## src/sv/ilpa_pkg.sv

```systemverilog
`timescale 1ns / 1ps

package ilpa_pkg;

  localparam int ID_W  = 24;
  localparam int LVL_W = 8;

  localparam logic [ID_W-1:0] ID_MAX       = {ID_W{1'b1}};
  localparam logic [ID_W-1:0] START_ID_RST = ID_W'(1);

  typedef struct packed {
    logic [LVL_W-1:0] indent_level;
    logic             new_list;
  } in_t;

  typedef struct packed {
    logic [ID_W-1:0] comment_id;
    logic [ID_W-1:0] parent_id;
    logic            level_clamped;
  } out_t;

  // Broadcast from the top level to every stack cell.
  typedef struct packed {
    logic             we;     // transaction accepted this cycle
    logic             clear;  // new list: treat the stack as empty
    logic [LVL_W-1:0] lvl;    // effective level (0 when the stack is empty or on a new list)
    logic [ID_W-1:0]  id;     // id pushed at lvl
    logic [ID_W-1:0]  pad;    // top of stack, copied into gap entries
  } cell_ctrl_t;

endpackage

```

## src/sv/ilpa_cell.sv

```systemverilog
`timescale 1ns / 1ps

module ilpa_cell #(
  parameter int IDX = 0
) (
  input  logic                          clk,
  input  logic                          rst_n,
  input  ilpa_pkg::cell_ctrl_t          ctrl,
  input  logic                          occ_up,
  output logic                          occ,
  output logic [ilpa_pkg::ID_W-1:0]     sel_val
);

  logic                      occ_r;
  logic                      occ_nxt;
  logic [ilpa_pkg::ID_W-1:0] val_r;
  logic [ilpa_pkg::ID_W-1:0] val_nxt;
  logic                      occ_eff;
  logic                      occ_up_eff;
  logic [ilpa_pkg::LVL_W:0]  idx_w;
  logic [ilpa_pkg::LVL_W:0]  idx_p1;
  logic [ilpa_pkg::LVL_W:0]  lvl_w;
  logic                      sel;

  assign idx_w      = (ilpa_pkg::LVL_W + 1)'(IDX);
  assign idx_p1     = idx_w + 1'b1;
  assign lvl_w      = {1'b0, ctrl.lvl};
  assign occ_eff    = occ_r & ~ctrl.clear;
  assign occ_up_eff = occ_up & ~ctrl.clear;

  // This cell is the deepest occupied entry below the level: it supplies the parent.
  assign sel     = occ_eff && ((idx_p1 == lvl_w) || ((idx_p1 < lvl_w) && !occ_up_eff));
  assign sel_val = sel ? val_r : '0;
  assign occ     = occ_r;

  always_comb begin
    occ_nxt = occ_r;
    val_nxt = val_r;
    if (ctrl.we) begin
      occ_nxt = (idx_w <= lvl_w);
      if (idx_w == lvl_w) begin
        val_nxt = ctrl.id;
      end else if ((idx_w < lvl_w) && !occ_eff) begin
        val_nxt = ctrl.pad;
      end
    end
  end

  always_ff @(posedge clk) begin
    if (!rst_n) begin
      occ_r <= 1'b0;
    end else begin
      occ_r <= occ_nxt;
    end
  end

  always_ff @(posedge clk) begin
    val_r <= val_nxt;
  end

endmodule

```

## src/sv/indent_level_parent_assigner_unit.sv

```systemverilog
`timescale 1ns / 1ps

// Channel   Direction  Handshake              Payload
// in_       input      in_valid / in_ready    ilpa_pkg::in_t  (indent_level, new_list)
// out_      output     out_valid / out_ready  ilpa_pkg::out_t (comment_id, parent_id,
//                                                              level_clamped)
// cfg_      input      cfg_we                 cfg_wdata = start_id
//
// One transaction per cycle while the output is not stalled; each result appears in the cycle after acceptance.
// The parent lookup, stack update and id increment are all worked out in the
// accepting cycle across the row of stack cells.
// in_ready is low only while a result waits and out_ready is low.
// Synchronous active-low reset empties the stack and sets start_id and the next id to 1.

module indent_level_parent_assigner_unit #(
  parameter int STACK_DEPTH = 16
) (
  input  logic                      clk,
  input  logic                      rst_n,
  input  logic                      in_valid,
  output logic                      in_ready,
  input  ilpa_pkg::in_t             in_data,
  output logic                      out_valid,
  input  logic                      out_ready,
  output ilpa_pkg::out_t            out_data,
  input  logic                      cfg_we,
  input  logic [ilpa_pkg::ID_W-1:0] cfg_wdata
);

  localparam logic [ilpa_pkg::LVL_W-1:0] LVL_MAX = ilpa_pkg::LVL_W'(STACK_DEPTH - 1);

  logic [ilpa_pkg::ID_W-1:0]  start_id_r;
  logic [ilpa_pkg::ID_W-1:0]  next_id_r;
  logic [ilpa_pkg::ID_W-1:0]  next_id_nxt;
  logic                       out_valid_r;
  logic                       out_valid_nxt;
  ilpa_pkg::out_t             out_data_r;
  ilpa_pkg::out_t             out_data_nxt;

  logic                       in_fire;
  logic                       clamped;
  logic [ilpa_pkg::LVL_W-1:0] lvl;
  logic [ilpa_pkg::ID_W-1:0]  id;
  logic [ilpa_pkg::ID_W-1:0]  parent;
  logic [STACK_DEPTH-1:0]     occ_r;
  logic [ilpa_pkg::ID_W-1:0]  sel_val [STACK_DEPTH];
  ilpa_pkg::cell_ctrl_t       ctrl;

  assign in_ready = !out_valid_r || out_ready;
  assign in_fire  = in_valid && in_ready;

  assign clamped = (in_data.indent_level > LVL_MAX);
  // An empty stack pushes at the bottom whatever the level.
  assign lvl = (!occ_r[0] || in_data.new_list) ? '0 :
               (clamped ? LVL_MAX : in_data.indent_level);
  assign id  = in_data.new_list ? start_id_r : next_id_r;

  always_comb begin
    parent = '0;
    for (int i = 0; i < STACK_DEPTH; i++) begin
      parent = parent | sel_val[i];
    end
  end

  assign ctrl.we    = in_fire;
  assign ctrl.clear = in_data.new_list;
  assign ctrl.lvl   = lvl;
  assign ctrl.id    = id;
  assign ctrl.pad   = parent;

  for (genvar g = 0; g < STACK_DEPTH; g++) begin : g_cell
    logic occ_up;
    if (g == STACK_DEPTH - 1) begin : g_last
      assign occ_up = 1'b0;
    end else begin : g_mid
      assign occ_up = occ_r[g+1];
    end
    ilpa_cell #(
      .IDX (g)
    ) u_cell (
      .clk     (clk),
      .rst_n   (rst_n),
      .ctrl    (ctrl),
      .occ_up  (occ_up),
      .occ     (occ_r[g]),
      .sel_val (sel_val[g])
    );
  end

  always_comb begin
    next_id_nxt   = next_id_r;
    out_valid_nxt = out_valid_r;
    out_data_nxt  = out_data_r;
    if (out_ready) begin
      out_valid_nxt = 1'b0;
    end
    if (in_fire) begin
      next_id_nxt                = (id == ilpa_pkg::ID_MAX) ? id : id + 1'b1;
      out_valid_nxt              = 1'b1;
      out_data_nxt.comment_id    = id;
      out_data_nxt.parent_id     = parent;
      out_data_nxt.level_clamped = clamped;
    end
  end

  always_ff @(posedge clk) begin
    if (!rst_n) begin
      start_id_r  <= ilpa_pkg::START_ID_RST;
      next_id_r   <= ilpa_pkg::START_ID_RST;
      out_valid_r <= 1'b0;
    end else begin
      if (cfg_we) begin
        start_id_r <= cfg_wdata;
      end
      next_id_r   <= next_id_nxt;
      out_valid_r <= out_valid_nxt;
    end
  end

  always_ff @(posedge clk) begin
    out_data_r <= out_data_nxt;
  end

  assign out_valid = out_valid_r;
  assign out_data  = out_data_r;

  // Occupied cells always form a contiguous run from the bottom.
  a_occ_contig: assert property (@(posedge clk) disable iff (!rst_n)
    ((occ_r >> 1) & ~occ_r) == '0)
    else $error("stack occupancy has a hole");

  a_push_bottom: assert property (@(posedge clk) disable iff (!rst_n)
    in_fire |=> occ_r[0])
    else $error("bottom cell empty after a push");

  a_result_valid: assert property (@(posedge clk) disable iff (!rst_n)
    in_fire |=> out_valid_r)
    else $error("accepted transaction produced no result");

  a_root_parent: assert property (@(posedge clk) disable iff (!rst_n)
    (in_fire && in_data.indent_level == '0) |=> out_data_r.parent_id == '0)
    else $error("top-level comment got a nonzero parent");

endmodule
```

## config.mk

```make
export PLATFORM = sky130hd
export DESIGN_NAME = indent_level_parent_assigner_unit
export DESIGN_NICKNAME = d
export VERILOG_FILES = /design/src/sv/ilpa_pkg.sv /design/src/sv/ilpa_cell.sv /design/src/sv/indent_level_parent_assigner_unit.sv
export SDC_FILE = /design/constraint.sdc
export NUM_CORES = 1
export LEC_CHECK = 0
export BUFFER_PORTS_ARGS = -buffer_cell sky130_fd_sc_hd__buf_2
export CORE_ASPECT_RATIO = 1.4
export CORE_UTILIZATION = 39
export DETAILED_ROUTE_END_ITERATION = 10
export SETUP_SLACK_MARGIN = 0.05
export SYNTH_ARGS = -nofsm -noshare
export SYNTH_HDL_FRONTEND = slang
export SYNTH_HIERARCHICAL = 1
export SYNTH_SLANG_ARGS = --single-unit
```

## constraint.sdc

```tcl
create_clock -name clk -period 6.7 [get_ports clk]
set_input_delay 0.67 -clock clk [delete_from_list [all_inputs] [get_ports clk]]
set_output_delay 0.67 -clock clk [all_outputs]
set_load 0.1 [all_outputs]
```

# Yosys cells after proc, flatten, opt, wreduce, memory -nomap -nowiden
# Cells that the tools add are included.
# word_totals
register_bits,498
input_bits,38
out_inout_bits,51
wordCells,279
# classes
addsub,1
magnitude_cmp,34
n_eq_ne,17
mux,54
bitwise,32
reduce_logical,103
# op_table
cell,count
$mux 24,50
$or 24x24->24,15
$eq 4x8->1 const A,8
$le 4x8->1 const A,8
$lt 4x8->1 const A,8
$reduce_bool 2->1,17
$logic_and 1x1->1,33
$eq 3x8->1 const A,4
$le 3x8->1 const A,4
$lt 3x8->1 const A,4
$reduce_and 2->1,16
$add 24x1->24 const B,1
$eq 24x24->1 const B,1
$logic_not 1->1,18
$logic_or 1x1->1,18
$and 1x1->1,16
$eq 2x8->1 const A,2
$le 1x8->1 const A,2
$le 2x8->1 const A,2
$lt 1x8->1 const A,2
$lt 2x8->1 const A,2
$mux 8,2
$logic_not 9->1,1
$eq 1x8->1 const A,1
5 further kinds,6

# Depth between registers and ports, before layout
# depth
depth_word,25
depth_mapped,13
depth_no_buf,9

# By module
# Netlist, hierarchy kept.
# by_module_without_submodules
mod,instances,cells_per_inst,area_per_inst_um2,seq_area_each_um2
indent_level_parent_assigner_unit,1,535,5310.1,2452.4
ilpa_cell at g_cell[11].u_cell ...,2,118,1452.6,740.7
ilpa_cell at g_cell[6].u_cell,1,162,1846.8,740.7
ilpa_cell at g_cell[3].u_cell,1,154,1742.9,740.7
ilpa_cell at g_cell[2].u_cell,1,150,1646.6,740.7
ilpa_cell at g_cell[1].u_cell,1,122,1530.2,740.7
ilpa_cell at g_cell[7].u_cell,1,120,1483.9,740.7
ilpa_cell at g_cell[5].u_cell,1,121,1472.7,740.7
ilpa_cell at g_cell[4].u_cell,1,121,1463.9,740.7
ilpa_cell at g_cell[9].u_cell,1,119,1456.4,740.7
ilpa_cell at g_cell[0].u_cell,1,115,1453.9,740.7
ilpa_cell at g_cell[8].u_cell,1,96,1447.6,740.7
ilpa_cell at g_cell[12].u_cell,1,94,1425.1,740.7
ilpa_cell at g_cell[10].u_cell,1,95,1365.1,740.7
+2 rows,-,-,-,-

# Worst setup path before layout
# OpenSTA, ideal clock, no wires.
# synth_path
path_kind,flip-flop to flip-flop
from,"register out_valid_r, in the netlist out_valid"
to,register g_cell[12].u_cell/val_r[0] in the netlist's numbering (enable)
setup_time_ns,0.446
t_arrival_ns,6.469
t_required_ns,6.254
path_slack_ns,-0.214
stages_incl_launch_ff,8
path_buffers,2
period_less_slack_ns,6.914
cell_sequence,dfxtp_1 > nand2b_1 > nand2_1 > inv_1 > clkbuf_1 > clkbuf_1 > inv_1 > a221oi_1
# synth_between
elab_chain_len,4
# synth_lines
item,line,source
start: declaration,indent_level_parent_assigner_unit.sv:35,logic out_valid_r;
start signal: assignment,indent_level_parent_assigner_unit.sv:116,out_valid_r <= out_valid_nxt;
$logic_not 1->1,indent_level_parent_assigner_unit.sv:49,assign in_ready = !out_valid_r || out_ready;
$logic_or 1x1->1,indent_level_parent_assigner_unit.sv:49,
named net in_ready,indent_level_parent_assigner_unit.sv:21,"output logic in_ready,"
$logic_and 1x1->1,indent_level_parent_assigner_unit.sv:50,assign in_fire = in_valid && in_ready;
named net in_fire,indent_level_parent_assigner_unit.sv:40,logic in_fire;
$reduce_and 2->1 (no source line),-,
end signal: assignment,ilpa_cell.sv:58,val_r <= val_nxt;
end: declaration,ilpa_cell.sv:16,logic [ilpa_pkg::ID_W-1:0] val_r;
# The timed path passes the listed nets, and every way through them passes these cells.
# A chain may end at the register's enable or synchronous reset.

==> metrics.md <==
| Metric | Value |
|---|---|
| Fin. Hold Viols | `0` |
| Slew at the pin with the worst max-slew slack | `1.50 ns` |
| Detailed-route wire length per cell | `27.1 µm` |
| Cell Area, Placed | `0.0309 mm²` |
| Critical register-to-register path startpoint | `g_cell[0].u_cell/occ$_SDFFE_PN0P_` |
| Final setup violation count | `0` |
| Share of layout cells above drive strength 1 | `0.293` |
| FF-to-FF setup slack | `1.62 ns` |
| Cts repair resizes | `0` |
| Clock buffer depth | `3` |
| Fmax | `0.195 GHz` |
| Yosys cell types | `98` |
| Last element of the critical path | `g_cell[2].u_cell/val_r[22]$_DFFE_PP_` |
| First drt pass iteration count | `8` |
| Nature of the critical path endpoint | `register` |
| Total Power | `9.32 mW` |
| Final ANT Viol Nets | `0` |
| Area delta synth->final | `11.5%` |
| Max-slew violation count | `0` |
| Hold-fix buffers at CTS | `0` |
| Initial Utilization | `0.394` |
| FILL cells | `6,839` |
| Top FF cell, synth | `edfxtp_1` |
| Relative slew slack | `0.00163` |
| Final wirelength | `97,300 µm` |
| Total CTS buffers | `50` |
| Async set or reset register ratio after synthesis | `0` |
| Avg Synthesized Cell Area | `11.9 µm²` |
| Yosys top cell by area | `edfxtp_1` |
| Worst VDD drop | `0.000201 V` |
| IO Pins | `89` |
| Critical path class | `input pin to register` |
| Die footprint | `0.0759 mm²` |
| Total GRT Usage | `0.253` |
| Final nets | `2,629` |
| Number of post-CTS setup repair buffers | `0` |
| Fin Setup TNS | `0 ns` |
| Starting DRT DRC Count | `2,183` |
| Crit path launch type | `input pin` |
| Hold WC Path Type | `input pin to register` |
| Leak | `12.0 nW` |
| RSZ-0062 raised after global routing | `false` |
| Clk sink count | `498` |
| Clock skew | `0.0209 ns` |
| Min cycle time layout | `5.14 ns` |
| Antenna violations before repair | `2` |
| Area share of the largest cell type after synthesis | `0.446` |
| Reg2reg path depth | `11` |
| Sequential area share after synthesis | `0.490` |
| Max cap viols | `0` |
| Mapped Area | `0.0292 mm²` |
| Clock-pin slew on the worst setup and hold paths | `0.06 ns` |
| Core Rows | `118` |
| Via count | `22,100` |
| Mapped Cells | `2,448` |
| GP Congestion | `0.886` |
| Largest net degree at the start of global routing | `61` |
| Max FO, Critical Path | `22` |
| Worst endpoint data arrival time | `5.51 ns` |
| Port Buffers | `88` |
| Required @ worst endpoint | `7.07 ns` |
| First-pass GRT wire length | `143,000 µm` |
| Clock root buffer | `clkbuf_16` |
| Vias per std cell | `6.15` |
| Synth warn | `6` |
| Core ar. | `0.0740 mm²` |
| Post-route cell area | `0.0325 mm²` |
| Vias in the first global route | `22,100` |
| Synth Register Bits | `498` |
| Pre-CTS setup slack | `1.09 ns` |
| CP startpoint | `in_data[7]` |
| PnR worst setup slack | `1.56 ns` |
| DIE WIDTH | `233 µm` |
| N_diodes | `0` |
| Dpl hpwl | `63,700 µm` |
| Worst reg2reg path endpoint | `g_cell[2].u_cell/val_r[22]$_DFFE_PP_` |
| Hold Slack | `0.272 ns` |
| Area contributors post-synth | `edfxtp_1 45%, mux2_4 10%, mux2_2 6.6%` |
| Fraction of the cycle the final worst path needs | `0.767` |
| H-tree levels | `2` |
| GRT overflow | `0` |
| Status | `completed` |
| Die extent in y | `326 µm` |
| Worst skew pair latency | `0.62 ns` |
| Number of synthesized flops with an enable pin | `433` |
| PwrDens | `287 mW/mm²` |
| DRC | `0` |
| CTS tree | `yes` |
-- worst min-delay path by stage --
stage | cells after the start | start | slack [ns] | end
finish | 3 | cfg_wdata[0] | 0.27 | start_id_r[0]$_SDFFE_PN1P_
detailed placement | 1 | next_id_r[8]$_SDFFE_PN0P_ | 0.48 | next_id_r[8]$_SDFFE_PN0P_
global placement | 1 | g_cell[0].u_cell/occ$_SDFFE_PN0P_ | 0.47 | g_cell[0].u_cell/occ$_SDFFE_PN0P_
floorplan | 1 | next_id_r[8]$_SDFFE_PN0P_ | 0.45 | next_id_r[8]$_SDFFE_PN0P_
CTS | 3 | cfg_wdata[0] | 0.24 | start_id_r[0]$_SDFFE_PN1P_
global route | 3 | cfg_wdata[0] | 0.26 | start_id_r[0]$_SDFFE_PN1P_
-- per-layer routing --
metal | wire length, µm | up-vias | track usage
met5 | 0 | - | 0
met4 | 6030 | 0 | 0.155
met3 | 5750 | 280 | 0.0341
met2 | 49700 | 1032 | 0.447
met1 | 35900 | 11100 | 0.287
li1 | - | 9699 | -
-- where the power goes --
part	switching, mW	total, mW	internal [mW]
clock network	1.26	2.85	1.60
registers	0.144	4.16	4.02
logic	1.35	2.30	0.953
total	2.75	9.32	6.57
-- stage by stage --
stage,cells,util
after detailed placement,3498,0.418
after CTS,3590,0.440
final,3590,0.440
after global placement,3498,0.418
after global routing,3590,0.440
after floorplan,2542,-
-- cells in the final DEF, fill, tap and decap left out, types with 75 or more instances in the layout --
cell / synthesis / routed
nand3_1: 86 / 86
nor2_1: 104 / 99
edfxtp_1: 433 / 433
conb_1: 1 / 95
buf_2: 34 / 87
nor4_1: 101 / 101
o21ai_0: 75 / 75
mux2_4: 196 / 196
mux2_2: 172 / 172
nand2_1: 225 / 225
a21oi_1: 90 / 89
buf_4: 4 / 116
-- registers in the layout, summed over array words and instances, names as in the netlist --
name	count
g_cell.u_cell/val_r	384
out_data	49
next_id_r	24
start_id_r	24
g_cell.u_cell/occ	16
out_valid	1
-- final cells by class --
class / instances / area (µm²) / area share
multi-input cells: 1814 / 14000 / 0.431
well taps: 960 / 1200 / 0.0369
clock inverters: 20 / 146 / 0.00450
inverters: 23 / 88.8 / 0.00273
flip-flops and latches: 498 / 14300 / 0.440
clock buffers: 72 / 1470 / 0.0452
repair buffers: 203 / 1310 / 0.0402
-- critical path, stage by stage --
cell and delay (ns):
buf_2 0.10, or4_1 0.65, nor2_1 0.23, nor2_4 0.15, buf_4 0.27, nor2b_1 0.19, nand4_1 0.55, buf_4 0.33
buf_4 0.20, a21oi_1 0.12, nor4_1 0.56, nand4_1 0.84, mux2_1 0.63
-- Yosys cell counts (all sizes together) (8+ instances only) --
library cell / n
edfxtp: 433
mux2: 401
nand2: 227
clkbuf: 112
a21oi: 111
nor4: 107
nor2: 105
buf: 95
nand3: 90
nor3: 88
a21boi: 79
o21ai: 75
nand4: 66
dfxtp: 65
o2111ai: 53
o211ai: 37
mux2i: 33
and3: 32
nand3b: 30
o41ai: 24
inv: 22
or4: 21
nor2b: 17
a31oi: 15
or2: 9
nand2b: 8
-- cells by family after synthesis --
kind of cell,count (synthesis),synth area share
and+or+nand+nor,838,0.161
DFF,498,0.490
AOI/OAI and AO/OA,446,0.108
muxes,434,0.191
buffers and inverters,230,0.0482
adders and majority gates,1,0.000429
other,1,0.000129
(Power assumes the default switching activity.)
